===== config.mk =====
export PLATFORM = sky130hd
export DESIGN_NAME = ordered_value_list_unit
export DESIGN_NICKNAME = d
export VERILOG_FILES = /design/src/hdl/olu_pkg.sv /design/src/hdl/ordered_value_list_unit.sv /design/src/hdl/olu_store.sv /design/src/hdl/olu_rsp_reg.sv
export SDC_FILE = /design/constraint.sdc
export NUM_CORES = 1
export LEC_CHECK = 0
export ABC_AREA = 0
export BUFFER_PORTS_ARGS = -buffer_cell sky130_fd_sc_hd__clkbuf_2
export CORE_MARGIN = 8
export CORE_UTILIZATION = 59
export DETAILED_ROUTE_END_ITERATION = 16
export PLACE_DENSITY = 0.8
export SYNTH_ARGS = -nofsm -noshare
export SYNTH_HDL_FRONTEND = slang
export SYNTH_SLANG_ARGS = --single-unit
export TNS_END_PERCENT = 100

===== constraint.sdc =====
create_clock -name clock -period 9.1 [get_ports clock]
set_input_delay 1.82 -clock clock [delete_from_list [all_inputs] [get_ports clock]]
set_output_delay 1.82 -clock clock [all_outputs]
set_load 0.02 [all_outputs]

===== src/hdl/olu_pkg.sv =====
// ----------------------------------------------------------------------------
// olu_pkg
// Shared codes and the result payload type of the ordered value list unit.
// ----------------------------------------------------------------------------
package olu_pkg;

   localparam int VALUE_W     = 32;
   localparam int COUNT_W     = 6;
   localparam int MAX_RESULTS = 32;

   localparam logic [1:0] MODE_APPEND  = 2'd0;
   localparam logic [1:0] MODE_PREPEND = 2'd1;
   localparam logic [1:0] MODE_DELETE  = 2'd2;
   localparam logic [1:0] MODE_LIST    = 2'd3;

   localparam logic [1:0] STAT_OK        = 2'd0;
   localparam logic [1:0] STAT_NOT_FOUND = 2'd1;
   localparam logic [1:0] STAT_FULL      = 2'd2;
   localparam logic [1:0] STAT_EMPTY     = 2'd3;

   typedef struct packed {
      logic [1:0]         status;
      logic [VALUE_W-1:0] element;
      logic               last;
      logic [COUNT_W-1:0] count;
   } rsp_type;

endpackage


===== src/hdl/ordered_value_list_unit.sv =====
// ----------------------------------------------------------------------------
// ordered_value_list_unit
// Bounded ordered list of signed values held in a circular entry memory.
// ----------------------------------------------------------------------------
// One transaction is worked on at a time; req_ready is high only while the
// unit is idle. A push is accepted, then gives its result. A delete walks
// the memory one read per cycle to find the match, then compacts the later
// entries one read and one write per cycle, then gives its result. Search
// and compaction together pass each entry once. A list gives one result per
// cycle while rsp_ready is held high, after a memory read, never more than
// 32 results. The walk over the single read port of the entry memory sets
// these rates. The memory needs no clearing after reset.
module ordered_value_list_unit #(
   parameter int CAPACITY = 32
) (
   input  logic                               clock,
   input  logic                               reset,
   input  logic                               req_valid,
   output logic                               req_ready,
   input  logic [1:0]                         req_mode,
   input  logic signed [olu_pkg::VALUE_W-1:0] req_value,
   output logic                               rsp_valid,
   input  logic                               rsp_ready,
   output logic [1:0]                         rsp_status,
   output logic signed [olu_pkg::VALUE_W-1:0] rsp_element,
   output logic                               rsp_last,
   output logic [olu_pkg::COUNT_W-1:0]        rsp_count
);

   localparam int IW       = $clog2(CAPACITY);
   localparam int CW       = $clog2(CAPACITY + 1);
   localparam int LIST_MAX = (CAPACITY < olu_pkg::MAX_RESULTS) ? CAPACITY
                                                               : olu_pkg::MAX_RESULTS;
   localparam logic [CW-1:0] CAP_C      = CW'(CAPACITY);
   localparam logic [CW-1:0] LIST_MAX_C = CW'(LIST_MAX);
   localparam logic [IW-1:0] LAST_IDX   = IW'(CAPACITY - 1);
   localparam logic [IW:0]   CAP_WIDE   = (IW+1)'(CAPACITY);

   localparam logic [2:0] ST_IDLE   = 3'd0;
   localparam logic [2:0] ST_EMIT   = 3'd1;
   localparam logic [2:0] ST_SEARCH = 3'd2;
   localparam logic [2:0] ST_SHIFT  = 3'd3;
   localparam logic [2:0] ST_LIST   = 3'd4;

   function automatic logic [IW-1:0] slot_of(input logic [IW-1:0] front,
                                             input logic [IW-1:0] pos);
      logic [IW:0] sum;
      sum = {1'b0, front} + {1'b0, pos};
      if (sum >= CAP_WIDE) begin
         sum = sum - CAP_WIDE;
      end
      return sum[IW-1:0];
   endfunction

   logic [2:0]                  state_ff, state_in;
   logic [IW-1:0]               front_ff, front_in;
   logic [CW-1:0]               count_ff, count_in;
   logic                        pend_ff, pend_in;
   logic [CW-1:0]               pend_pos_ff, pend_pos_in;
   logic [CW-1:0]               pos_ff, pos_in;
   logic [olu_pkg::VALUE_W-1:0] value_ff, value_in;
   logic [1:0]                  status_ff, status_in;

   logic                        mem_wr_en;
   logic [IW-1:0]               mem_wr_addr;
   logic [olu_pkg::VALUE_W-1:0] mem_wr_data;
   logic                        mem_rd_en;
   logic [IW-1:0]               mem_rd_addr;
   logic [olu_pkg::VALUE_W-1:0] mem_rd_data;

   logic                        rsp_load;
   logic                        rsp_free;
   olu_pkg::rsp_type            rsp_data_in;
   olu_pkg::rsp_type            rsp_data;

   logic [CW-1:0]               list_len;
   logic [CW-1:0]               dst_pos;
   logic [IW-1:0]               front_prev;
   logic                        list_take;
   logic                        list_last;

   assign req_ready  = (state_ff == ST_IDLE);
   assign list_len   = (count_ff > LIST_MAX_C) ? LIST_MAX_C : count_ff;
   assign dst_pos    = pend_pos_ff - 1'b1;
   assign front_prev = (front_ff == '0) ? LAST_IDX : front_ff - 1'b1;
   assign list_take  = pend_ff && rsp_free;
   assign list_last  = ((pend_pos_ff + 1'b1) == list_len);

   always_comb begin
      state_in    = state_ff;
      front_in    = front_ff;
      count_in    = count_ff;
      pend_in     = pend_ff;
      pend_pos_in = pend_pos_ff;
      pos_in      = pos_ff;
      value_in    = value_ff;
      status_in   = status_ff;

      mem_wr_en   = 1'b0;
      mem_wr_addr = slot_of(front_ff, count_ff[IW-1:0]);
      mem_wr_data = value_ff;
      mem_rd_en   = 1'b0;
      mem_rd_addr = slot_of(front_ff, pos_ff[IW-1:0]);

      rsp_load    = 1'b0;
      rsp_data_in = '{status: status_ff, element: '0, last: 1'b1,
                      count: olu_pkg::COUNT_W'(count_ff)};

      case (state_ff)
         ST_IDLE: begin
            if (req_valid) begin
               value_in = req_value;
               pos_in   = '0;
               pend_in  = 1'b0;
               case (req_mode)
                  olu_pkg::MODE_APPEND, olu_pkg::MODE_PREPEND: begin
                     if (count_ff == CAP_C) begin
                        status_in = olu_pkg::STAT_FULL;
                     end else begin
                        mem_wr_en   = 1'b1;
                        mem_wr_data = req_value;
                        if (req_mode == olu_pkg::MODE_PREPEND) begin
                           front_in    = front_prev;
                           mem_wr_addr = front_prev;
                        end
                        count_in  = count_ff + 1'b1;
                        status_in = olu_pkg::STAT_OK;
                     end
                     state_in = ST_EMIT;
                  end
                  olu_pkg::MODE_DELETE: begin
                     state_in = ST_SEARCH;
                  end
                  default: begin
                     if (count_ff == '0) begin
                        status_in = olu_pkg::STAT_EMPTY;
                        state_in  = ST_EMIT;
                     end else begin
                        state_in = ST_LIST;
                     end
                  end
               endcase
            end
         end
         ST_EMIT: begin
            if (rsp_free) begin
               rsp_load = 1'b1;
               state_in = ST_IDLE;
            end
         end
         ST_SEARCH: begin
            if (pend_ff && (mem_rd_data == value_ff)) begin
               pos_in   = pend_pos_ff + 1'b1;
               pend_in  = 1'b0;
               state_in = ST_SHIFT;
            end else if (pos_ff < count_ff) begin
               mem_rd_en   = 1'b1;
               pend_in     = 1'b1;
               pend_pos_in = pos_ff;
               pos_in      = pos_ff + 1'b1;
            end else if (pend_ff) begin
               pend_in = 1'b0;
            end else begin
               status_in = olu_pkg::STAT_NOT_FOUND;
               state_in  = ST_EMIT;
            end
         end
         ST_SHIFT: begin
            // write back the entry read last cycle one place toward the front
            if (pend_ff) begin
               mem_wr_en   = 1'b1;
               mem_wr_addr = slot_of(front_ff, dst_pos[IW-1:0]);
               mem_wr_data = mem_rd_data;
            end
            if (pos_ff < count_ff) begin
               mem_rd_en   = 1'b1;
               pend_in     = 1'b1;
               pend_pos_in = pos_ff;
               pos_in      = pos_ff + 1'b1;
            end else begin
               pend_in = 1'b0;
               if (!pend_ff) begin
                  count_in  = count_ff - 1'b1;
                  status_in = olu_pkg::STAT_OK;
                  state_in  = ST_EMIT;
               end
            end
         end
         ST_LIST: begin
            if (list_take) begin
               rsp_load    = 1'b1;
               rsp_data_in = '{status: olu_pkg::STAT_OK, element: mem_rd_data,
                               last: list_last, count: olu_pkg::COUNT_W'(count_ff)};
            end
            if ((pos_ff < list_len) && (!pend_ff || rsp_free)) begin
               mem_rd_en   = 1'b1;
               pend_in     = 1'b1;
               pend_pos_in = pos_ff;
               pos_in      = pos_ff + 1'b1;
            end else if (list_take) begin
               pend_in = 1'b0;
            end
            if (list_take && list_last) begin
               state_in = ST_IDLE;
            end
         end
         default: begin
            state_in = ST_IDLE;
         end
      endcase
   end

   always_ff @(posedge clock) begin
      if (reset) begin
         state_ff <= ST_IDLE;
         front_ff <= '0;
         count_ff <= '0;
         pend_ff  <= 1'b0;
      end else begin
         state_ff <= state_in;
         front_ff <= front_in;
         count_ff <= count_in;
         pend_ff  <= pend_in;
      end
   end

   always_ff @(posedge clock) begin
      pend_pos_ff <= pend_pos_in;
      pos_ff      <= pos_in;
      value_ff    <= value_in;
      status_ff   <= status_in;
   end

   olu_store #(
      .DEPTH (CAPACITY),
      .AW    (IW)
   ) u_store (
      .clock   (clock),
      .wr_en   (mem_wr_en),
      .wr_addr (mem_wr_addr),
      .wr_data (mem_wr_data),
      .rd_en   (mem_rd_en),
      .rd_addr (mem_rd_addr),
      .rd_data (mem_rd_data)
   );

   olu_rsp_reg u_rsp_reg (
      .clock   (clock),
      .reset   (reset),
      .load    (rsp_load),
      .data_in (rsp_data_in),
      .ready   (rsp_ready),
      .valid   (rsp_valid),
      .data    (rsp_data),
      .free    (rsp_free)
   );

   assign rsp_status  = rsp_data.status;
   assign rsp_element = $signed(rsp_data.element);
   assign rsp_last    = rsp_data.last;
   assign rsp_count   = rsp_data.count;

endmodule


===== src/hdl/olu_store.sv =====
// ----------------------------------------------------------------------------
// olu_store
// Entry memory: one write port, one read port, registered read data that
// holds its value between reads.
// ----------------------------------------------------------------------------
module olu_store #(
   parameter int DEPTH = 32,
   parameter int AW    = 5
) (
   input  logic                        clock,
   input  logic                        wr_en,
   input  logic [AW-1:0]               wr_addr,
   input  logic [olu_pkg::VALUE_W-1:0] wr_data,
   input  logic                        rd_en,
   input  logic [AW-1:0]               rd_addr,
   output logic [olu_pkg::VALUE_W-1:0] rd_data
);

   logic [olu_pkg::VALUE_W-1:0] mem [DEPTH];
   logic [olu_pkg::VALUE_W-1:0] rd_data_ff;

   always_ff @(posedge clock) begin
      if (wr_en) begin
         mem[wr_addr] <= wr_data;
      end
   end

   always_ff @(posedge clock) begin
      if (rd_en) begin
         rd_data_ff <= mem[rd_addr];
      end
   end

   assign rd_data = rd_data_ff;

endmodule


===== src/hdl/olu_rsp_reg.sv =====
// ----------------------------------------------------------------------------
// olu_rsp_reg
// Result output register. Holds one result until the consumer takes it.
// ----------------------------------------------------------------------------
module olu_rsp_reg (
   input  logic             clock,
   input  logic             reset,
   input  logic             load,
   input  olu_pkg::rsp_type data_in,
   input  logic             ready,
   output logic             valid,
   output olu_pkg::rsp_type data,
   output logic             free
);

   logic             valid_ff;
   logic             valid_in;
   olu_pkg::rsp_type data_ff;

   assign free = !valid_ff || ready;

   always_comb begin
      valid_in = valid_ff;
      if (load) begin
         valid_in = 1'b1;
      end else if (ready) begin
         valid_in = 1'b0;
      end
   end

   always_ff @(posedge clock) begin
      if (reset) begin
         valid_ff <= 1'b0;
      end else begin
         valid_ff <= valid_in;
      end
   end

   always_ff @(posedge clock) begin
      if (load) begin
         data_ff <= data_in;
      end
   end

   assign valid = valid_ff;
   assign data  = data_ff;

endmodule


# Word-level counts from Yosys, hierarchy flattened
# Memory sizes are Yosys's and may differ from the RTL's. A register that Yosys moved wholly into a read port is not among the register bits.
# Index checks and enable logic that the tools add are counted.
# totals
regBits	103
latch_bits	0
ram_bits	1024
romBits	0
inputBits	38
out_inout_bits	43
wordCells	155
n_memories	1
# mem_list
memory	depth	width	read_ports	rd_clocked_by_memory_dff	write_ports	line	text
u_store.mem	32	32	1	1	1	olu_store.sv:19	logic [olu_pkg::VALUE_W-1:0] mem [DEPTH];
# op_classes
add_sub_neg	12
mul	0
div_mod_pow	0
n_lt_le_gt_ge	6
n_eq_ne	23
n_shift	0
muxes	72
bitwise_logic	1
reduce_logical	27
# ops
operator	n
$mux 32	4
$mux 41	2
$mux 6	13
$pmux 32 s2	1
$mux 5	9
$eq 32x32->1	1
$sub 5x1->5 const B	5
$pmux 6 s4	1
$ne 2x2->1 const B	11
$mux 3	7
$add 5x5->6	3
$add 6x1->6 const B	3
$ge 6x6->1 const B	3
$pmux 6 s3	1
$mux 1	16
$mux 2	8
$pmux 3 s5	1
$lt 6x6->1	2
$pmux 6 s2	1
$reduce_and 3->1	4
$pmux 5 s2	1
$reduce_and 9->1	1
$eq 3x2->1 const B	2
$eq 6x6->1	1
other kinds (31)	40

# Logic depth before layout (Yosys ltp)
# Gate-level depths: netlist of run 1.
# depth
depth_word	8
depth_mapped	11
ltp_nobuf	10

# By module
# Synthesis of run 1 repeated with hierarchy kept, for this count alone.
# unflattened
cells_unflattened	2889
hier_area_um2	47160.2
# by_module_without_submodules
module	n_inst	cells_per_inst	area_each_um2	seq_area_each_um2
olu_store	1	2260	40812.9	31710.4
ordered_value_list_unit	1	584	5069.9	1681.6
olu_rsp_reg	1	45	1277.5	1251.2

# Worst setup path before layout of run 1
# No wires, ideal clock.
# synth_path
kind	input to register
startpoint	input port req_valid
endpoint	memory u_store.mem[18][0] (netlist name), enable pin
setup_time_ns	0.461
arrival_ns	5.726
required_ns	8.639
setup_slack_ns	2.913
stages	7
path_buffers	0
path_cell_list	nor2b_1 -> nand2_1 -> inv_2 -> nand3_1 -> o32ai_1 -> o21ai_1 -> nor3_1
# synth_via
elab_chain_cells	4
word_cells_on_any_way	6
cone_classes	mux: 6
# synth_lines
element	line	text
from (decl)	ordered_value_list_unit.sv:18	input logic req_valid,
$mux 1	ordered_value_list_unit.sv:111	if (req_valid) begin
$pmux 1 s2	ordered_value_list_unit.sv:109	case (state_ff)
$mux 1	olu_store.sv:23	if (wr_en) begin
$mux 1 (not written as such)	olu_store.sv:24	mem[wr_addr] <= wr_data;
to (decl)	olu_store.sv:19	
# Several ways; a longest one is shown, not always the timed one.

# Worst setup path after layout of run 1
# layout_path
startpoint	input port req_valid
endpoint	memory u_store.mem[3][1] (netlist name), enable pin
# The elaborated chain is that of the path after synthesis.

==> results.tsv, run 1 <==
stage	metric	value	unit
worst_setup_path	critPathLaunch	req_valid	
cells_and_area	final_common_cell	edfxtp_1	
clocking	path_clk_slew	0.07	ns
worst_setup_path	cp_data_arrival_time	5.72	ns
clocking	h-tree-depth	3	
global_routing	grt_pass1_vias	26000	
timing	period_minus_slack	5.45	ns
timing	slew_headroom	5.60	%
logic_synthesis	synthMuxAreaShare	12.6	%
logic_synthesis	syn-cell-area	0.0465	mm2
logic_synthesis	yosysTopAreaCell	edfxtp_1	
routing	drt-wirelength-per-cell	29.9	um
clocking	clock_sinks	1159	
clocking	hold_buffers	0	
worst_setup_path	timing.rr.start	state_ff[1]	
floorplan	core	0.0785	mm2
floorplan	fp.dieH	297	um
logic_synthesis	synth_top_cell_area_share	73.8	%
cells_and_area	regArea	0.0346	mm2
cells_and_area	fillCellCount	4846	
worst_setup_path	crit_buf_inv	2	
worst_setup_path	end_kind	flip-flop	
cells_and_area	multiInputGateArea	0.0116	mm2
logic_synthesis	synth_area_leaders	edfxtp_1 74%, mux4_2 12%, nand2_1 3.0%	
worst_setup_path	cp-start-kind	input port	
global_routing	grt.overflow.total	0	
timing	rsz0062_at_grt	false	
floorplan	dieArea	0.0880	mm2
logic_synthesis	syn_area_per_cell	18.2	um2
logic_synthesis	synth_compound_area_share	2.51	%
floorplan	ioPinCount	81	
clocking	insertion_delay	0.69	ns
cells_and_area	syn2layout_area_growth	11.5	%
timing	worstMarginPinSlew	1.41	ns
logic_synthesis	ys_seq_area_share	74.5	%
worst_setup_path	critical-path-top-delay-family	simple AND/OR/NAND/NOR gates	
floorplan	die_x	297	um
routing	via_count	25300	
logic_synthesis	synthFlopType	edfxtp_1	
timing	holdWs	0.591	ns
logic_synthesis	synthSimpleGateAreaFrac	6.70	%
logic_synthesis	ys_seq_elements	1159	
global_routing	grt_usage	25.8	%
hold_path	hp-class	flip-flop to flip-flop	
clocking	cts-resized-gates	0	
floorplan	row_count	103	
routing	drtAntennaViolNets	0	
routing	drc	0	
cells_and_area	final_nets	2729	
cells_and_area	stdcell_count	3795	
worst_setup_path	worstPathMaxFanout	39	
power_and_ir_drop	power_density	261	mW/mm2
logic_synthesis	synthAdderAreaFrac	0.980	%
global_routing	grt_max_degree	160	
cells_and_area	mostFrequentLayoutCells	1,143 x edfxtp_1, 369 x nand2_1, 256 x mux4_2, 177 x nand3_1, 110 x clkbuf_16	
logic_synthesis	ys_warn_count	0	
logic_synthesis	synth_top_family_by_area	multiplexers	
logic_synthesis	synth_edf_count	1143	
timing	setup_viol	0	
clocking	cts_buffers	109	
worst_setup_path	rrSetupSlack	4.16	ns
logic_synthesis	ys_async_sr_fraction	0	%
clocking	cts-root-buf	clkbuf_16	
routing	drt-initial-drc-count	3387	
timing	setup-tns-final	0	ns
logic_synthesis	synthesis.nets	2622	
logic_synthesis	postSynthCellCount	2550	
job	drv_cap	0	
placement	dp_hpwl	61.4	mm
timing	max_freq	184	MHz
global_routing	antenna_found_initial	1	
cells_and_area	antenna_cells	0	
placement	io_buffers	80	
worst_setup_path	path_cells	clkbuf_2 > nor2b_1 > nand2_1 > inv_2 > a21oi_4 > a221oi_1 > nand3_1 > nor2_4	
global_routing	grt_pass1_wl	167	mm
routing	vias_per_cell	6.66	
timing	fin_skew	0.0567	ns
logic_synthesis	synth-xor-area-share	1.28	%
placement	dp_slack	3.14	ns
timing	finalHoldViolations	0	
power_and_ir_drop	p_leak	16.9	nW
worst_setup_path	worstPathRequired	9.37	ns
cells_and_area	drive_above_1_share	21.6	%
timing	setup_slack	3.65	ns
timing	slew_violations	0	
timing	period_share	59.8	%
clocking	post-cts-setup-buffers	0	
routing	wl	113	mm
power_and_ir_drop	power	13.5	mW
worst_setup_path	crit_end	u_store.mem[3][1]	
logic_synthesis	synth_cell_types	70	
worst_setup_path	worstRegToRegCells	6	
worst_setup_path	rr_endpoint	u_store.mem[3][1]	
clocking	cts_buffer_depth	3	
placement	dp_cells	3596	
worst_setup_path	crit_slowest_cell	nor2_4	
worst_setup_path	max_stage_delay	1.09	ns
floorplan	start_util	59.2	%
worst_setup_path	path_class	input port to flip-flop	
status	outcome	finished, final reports clean	
routing	first_pass_iters	8	
power_and_ir_drop	ir_worst_vdd	0.230	mV
clocking	cts_tree	built	
worst_setup_path	cp_num_cells	8	
placement	gp_congestion	0.965	
[worst min-delay path by stage]
stage                    start                  to  slack, ns  cells past startpoint
2_1_floorplan      count_ff[5]   u_rsp_reg.data[5]       0.40                      0
6_report          status_ff[1]  u_rsp_reg.data[40]       0.59                      1
5_1_grt        u_rsp_reg.valid     u_rsp_reg.valid       0.61                      2
4_1_cts           status_ff[1]  u_rsp_reg.data[40]       0.59                      1
3_5_place_dp      status_ff[1]  u_rsp_reg.data[40]       0.57                      1
3_3_place_gp      status_ff[0]  u_rsp_reg.data[39]       0.55                      1
[synth_stat cells (5+ instances only)]
master	count
a21o_1	13
a21oi_1	22
a22oi_1	33
and2_1	34
buf_1	17
buf_2	37
clkbuf_1	73
dfxtp_1	16
edfxtp_1	1143
ha_1	30
inv_1	20
mux2i_1	8
mux4_2	256
nand2_1	369
nand2b_1	9
nand3_1	177
nand4_1	10
nor2_1	60
nor2b_1	10
nor3_1	16
o21ai_0	10
o21ai_1	34
o32ai_1	5
xnor2_1	52
xor2_1	16
[logic make-up (layout without fill, tap and decap cells)]
family | after synthesis | after routing
buffers and inverters | 152 | 347
adder cells (fa/ha/maj) | 34 | 34
multiplexers | 267 | 267
AO/OA/AOI/OAI | 167 | 167
flip-flops | 1159 | 1159
XOR/XNOR | 68 | 68
AND/OR/NAND/NOR | 703 | 703
[state kept, by name (all words and copies together) (netlist names)]
register / cells
count_ff: 6
front_ff: 5
pend_ff: 1
pend_pos_ff: 6
pos_ff: 6
state_ff: 3
status_ff: 2
u_rsp_reg.data: 41
u_rsp_reg.valid: 1
u_store.mem: 1024
u_store.rd_data: 32
value_ff: 32
[cell type report]
class / instances / share of cell area (%)
Clock buffer: 127 / 5.44
Clock inverter: 72 / 1.21
Inverter: 24 / 0.174
Multi-Input combinational cell: 1239 / 22.3
Sequential cell: 1159 / 66.9
Tap cell: 1050 / 2.54
Timing Repair Buffer: 124 / 1.48
[through the flow]
step	area, um2	util, %
6_report	51800	66.0
5_1_grt	51800	66.0
4_1_cts	51800	66.0
3_5_place_dp	48400	61.6
3_3_place_gp	48400	61.6
2_1_floorplan	46500	-
[routing by layer]
| metal | track usage [%] | wire [um] | vias to the layer above |
|---|---|---|---|
| met5 | 0 | 13 | - |
| met4 | 11.3 | 5300 | 2 |
| met3 | 6.54 | 13300 | 315 |
| met2 | 41.4 | 54400 | 1831 |
| met1 | 33.7 | 40400 | 12800 |
| li1 | - | - | 10300 |
[report_power, final]
part | internal (mW) | switching, mW | total (mW)
clock | 2.44 | 1.93 | 4.38
sequential | 6.23 | 0.0956 | 6.33
combinational | 0.997 | 1.81 | 2.80
total | 9.68 | 3.84 | 13.5
Note: power is estimated with default switching activity, not from simulation.
==> inputs of run 2 (changes only) <==
Settings changed: ABC_AREA 0 to 1, PLACE_DENSITY 0.8 to 0.79.
Clock period 9.1 ns to 5.05 ns, I/O delays scaled along.
==> results.tsv, run 2 <==
stage	metric	value	unit	change
timing	period_share	79.6	%	
floorplan	core	0.0804	mm2	+2.5%
cells_and_area	largest_reg_flops	1024		unchanged
logic_synthesis	ys_warn_count	0		unchanged
worst_setup_path	worstPathRequired	5.39	ns	-3.98 ns
cells_and_area	fillCellCount	5295		+9.3%
cells_and_area	final_nets	3642		+33%
clocking	cts_buffer_depth	3		unchanged
routing	first_pass_iters	6		-2
cells_and_area	mostFrequentLayoutCells	1,143 x edfxtp_1, 472 x nor2_1, 383 x o21ai_0, 230 x nand3_1		
floorplan	ioPinCount	81		unchanged
logic_synthesis	ys_seq_elements	1159		unchanged
clocking	path_clk_slew	0.07	ns	about the same
placement	gp_congestion	0.974		+0.91%
global_routing	grt.overflow.total	0		unchanged
worst_setup_path	rr_endpoint	u_store.mem[31][6]		
global_routing	antenna_found_initial	3		+2
logic_synthesis	syn-cell-area	0.0479	mm2	+3.0%
clocking	cts-resized-gates	0		unchanged
global_routing	grt_pass1_wl	188	mm	+13%
routing	via_count	31000		+23%
floorplan	fp.dieH	301	um	+1.4%
job	drv_cap	0		unchanged
logic_synthesis	synth_area_leaders	edfxtp_1 72%, o21ai_0 4.2%, nor2_1 4.0%		
timing	setup-tns-final	0	ns	unchanged
worst_setup_path	path_cells	inv_1 > ha_1 > inv_1 > fa_1 > nand2_1 > nand2_1 > a21oi_1 > nand3b_1 > nand3_1 > nand3_2 > nand4_1 > nor2_4 > buf_4		
logic_synthesis	yosysTopAreaCell	edfxtp_1		
clocking	insertion_delay	0.69	ns	about the same
hold_path	hp-class	flip-flop to flip-flop		
placement	dp_hpwl	73.6	mm	+20%
clocking	cts_tree	built		
power_and_ir_drop	power_density	558	mW/mm2	+110%
floorplan	row_count	104		+0.97%
logic_synthesis	synth_cell_types	51		-27%
logic_synthesis	postSynthCellCount	3490		+37%
power_and_ir_drop	p_leak	17.9	nW	+6.4%
cells_and_area	final_common_cell	edfxtp_1		
placement	place_area	0.0502	mm2	+3.8%
logic_synthesis	yosysMostFrequentCell	edfxtp_1		
timing	max_freq	249	MHz	
global_routing	grt_pass1_vias	29700		+14%
logic_synthesis	ys_async_sr_fraction	0	%	unchanged
power_and_ir_drop	power	30.0	mW	+120%
logic_synthesis	synthFlopType	edfxtp_1		
hold_path	min_from	pend_ff		
logic_synthesis	syn_area_per_cell	13.7	um2	-25%
timing	slew_violations	0		unchanged
worst_setup_path	timing.rr.start	pend_pos_ff[0]		
power_and_ir_drop	ir_worst_vdd	0.520	mV	+130%
cells_and_area	drive_above_1_share	12.6	%	-9.0 points
clocking	cts-root-buf	clkbuf_16		
floorplan	dieArea	0.0905	mm2	+2.8%
timing	setup_viol	0		unchanged
timing	period_minus_slack	4.02	ns	
placement	io_buffers	80		unchanged
worst_setup_path	cp_data_arrival_time	4.36	ns	-1.36 ns
routing	drt-initial-drc-count	4770		+41%
routing	drc	0		unchanged
clocking	clock_sinks	1159		unchanged
worst_setup_path	worstPathMaxFanout	22		-44%
timing	rsz0062_at_grt	false		
hold_path	whs_path_depth	2		+1
logic_synthesis	synth_top_cell_area_share	71.7	%	-2.1 points
floorplan	start_util	59.5	%	+0.29 points
worst_setup_path	crit_slowest_cell	edfxtp_1		
worst_setup_path	end_kind	flip-flop		
placement	dp_slack	0.799	ns	-2.34 ns
routing	drtAntennaViolNets	0		unchanged
cells_and_area	largest-register	u_store.mem		
timing	setup_slack	1.03	ns	-2.62 ns
worst_setup_path	path_class	flip-flop to flip-flop		
worst_setup_path	rrSetupSlack	1.03	ns	-3.13 ns
clocking	h-tree-depth	3		unchanged
global_routing	grt_usage	27.4	%	+1.6 points
logic_synthesis	synth_edf_count	1143		unchanged
routing	drt-wirelength-per-cell	26.8	um	-10%
worst_setup_path	max_stage_delay	0.50	ns	-0.59 ns
timing	worstMarginPinSlew	1.33	ns	-0.0815 ns
logic_synthesis	synthesis.nets	3562		+36%
clocking	post-cts-setup-buffers	0		unchanged
worst_setup_path	cp-start-kind	flip-flop		
routing	vias_per_cell	6.57		-1.4%
timing	finalHoldViolations	0		unchanged
timing	holdWs	0.488	ns	-0.103 ns
worst_setup_path	worstRegToRegCells	13		+7
routing	wl	127	mm	+12%
clocking	hold_buffers	0		unchanged
clocking	cts_buffers	110		+0.92%
cells_and_area	syn2layout_area_growth	12.3	%	
hold_path	whs_endpoint	pend_ff		
logic_synthesis	ys_seq_area_share	72.4	%	-2.2 points
status	outcome	finished, final reports clean		
global_routing	grt_max_degree	159		-0.63%
cells_and_area	design_area	0.0537	mm2	+3.7%
timing	slew_headroom	11.3	%	+5.7 points
floorplan	die_x	301	um	+1.4%
logic_synthesis	synthTopCellsByCount	1,143 x edfxtp_1, 505 x nor2_1, 399 x o21ai_0		
timing	fin_skew	0.0498	ns	-0.00693 ns
==> run 2: changes by cell type in the layout (fill, tap and decap cells not counted), moves of 26 or more <==
cell,before,now
xnor2_1,49,13
nand3_1,177,230
a21oi_1,21,62
o211ai_1,3,69
o21ai_1,34,8
mux4_2,256,0
mux2i_1,8,188
inv_1,19,105
o221ai_1,2,188
nor2_1,33,472
nand2_1,369,141
buf_4,41,86
o21ai_0,10,383
==> run 2: cell families after synthesis <==
family,share of synthesized area (%)
buffers and inverters,3.08
muxes,3.93
and+or+nand+nor,8.76
AOI/OAI and AO/OA,10.3
adders and majority gates,0.952
xor gates and xnor gates,0.640
DFF,72.4
==> run 2: cell type report <==
cell class                 count  area (um2)  area share (%)
clock buffer                 154        3020            5.62
timing repair buffer         190        1530            2.84
tap                         1060        1330            2.47
clock inverter                45         515           0.959
multi-input combinational   1988       12200            22.7
inverter                     121         472           0.878
sequential                  1159       34600            64.5
antenna                        2        5.00         0.00932
==> run 2: layer usage <==
layer | global-route usage (%) | routed length (um) | vias up | part of all wire [%]
met5 | 0 | 13 | - | 0.010
met4 | 12.7 | 6330 | 2 | 5.0
met3 | 5.73 | 15100 | 333 | 12
met2 | 42.7 | 58500 | 2130 | 46
met1 | 37.0 | 46600 | 15200 | 37
li1 | - | - | 13400 | -
==> run 2: per-stage QoR <==
stage,cells,util [%]
2_1_floorplan,3490,-
3_3_place_gp,4518,62.4
3_5_place_dp,4518,62.4
4_1_cts,4717,66.8
5_1_grt,4717,66.8
6_report,4719,66.8
==> run 2: critical path, delay by kind of cell (launching register included) <==
kind            cells  cell delay (ns)
buf+inv             3             0.64
simple gates        7             1.61
compound gates      1             0.17
flops               1             0.50
fa+ha+maj           2             0.73
==> run 2: power breakdown <==
part,internal [mW],total [mW],switching [mW]
Sequential,12.1,12.4,0.245
Combinational,2.71,9.50,6.79
Clock,4.63,8.11,3.48
==> run 2: worst max-delay path by stage <==
stage | from | to | slack [ns] | cells after the start
2_1_floorplan | rsp_ready | u_rsp_reg.data[0] | 0.46 | 4
3_3_place_gp | req_valid | u_store.mem[11][21] | 0.80 | 12
3_5_place_dp | req_valid | u_store.mem[11][21] | 0.80 | 12
4_1_cts | pend_pos_ff[0] | u_store.mem[31][6] | 1.10 | 13
5_1_grt | pend_pos_ff[0] | u_store.mem[31][20] | 0.86 | 13
6_report | pend_pos_ff[0] | u_store.mem[31][6] | 1.03 | 13
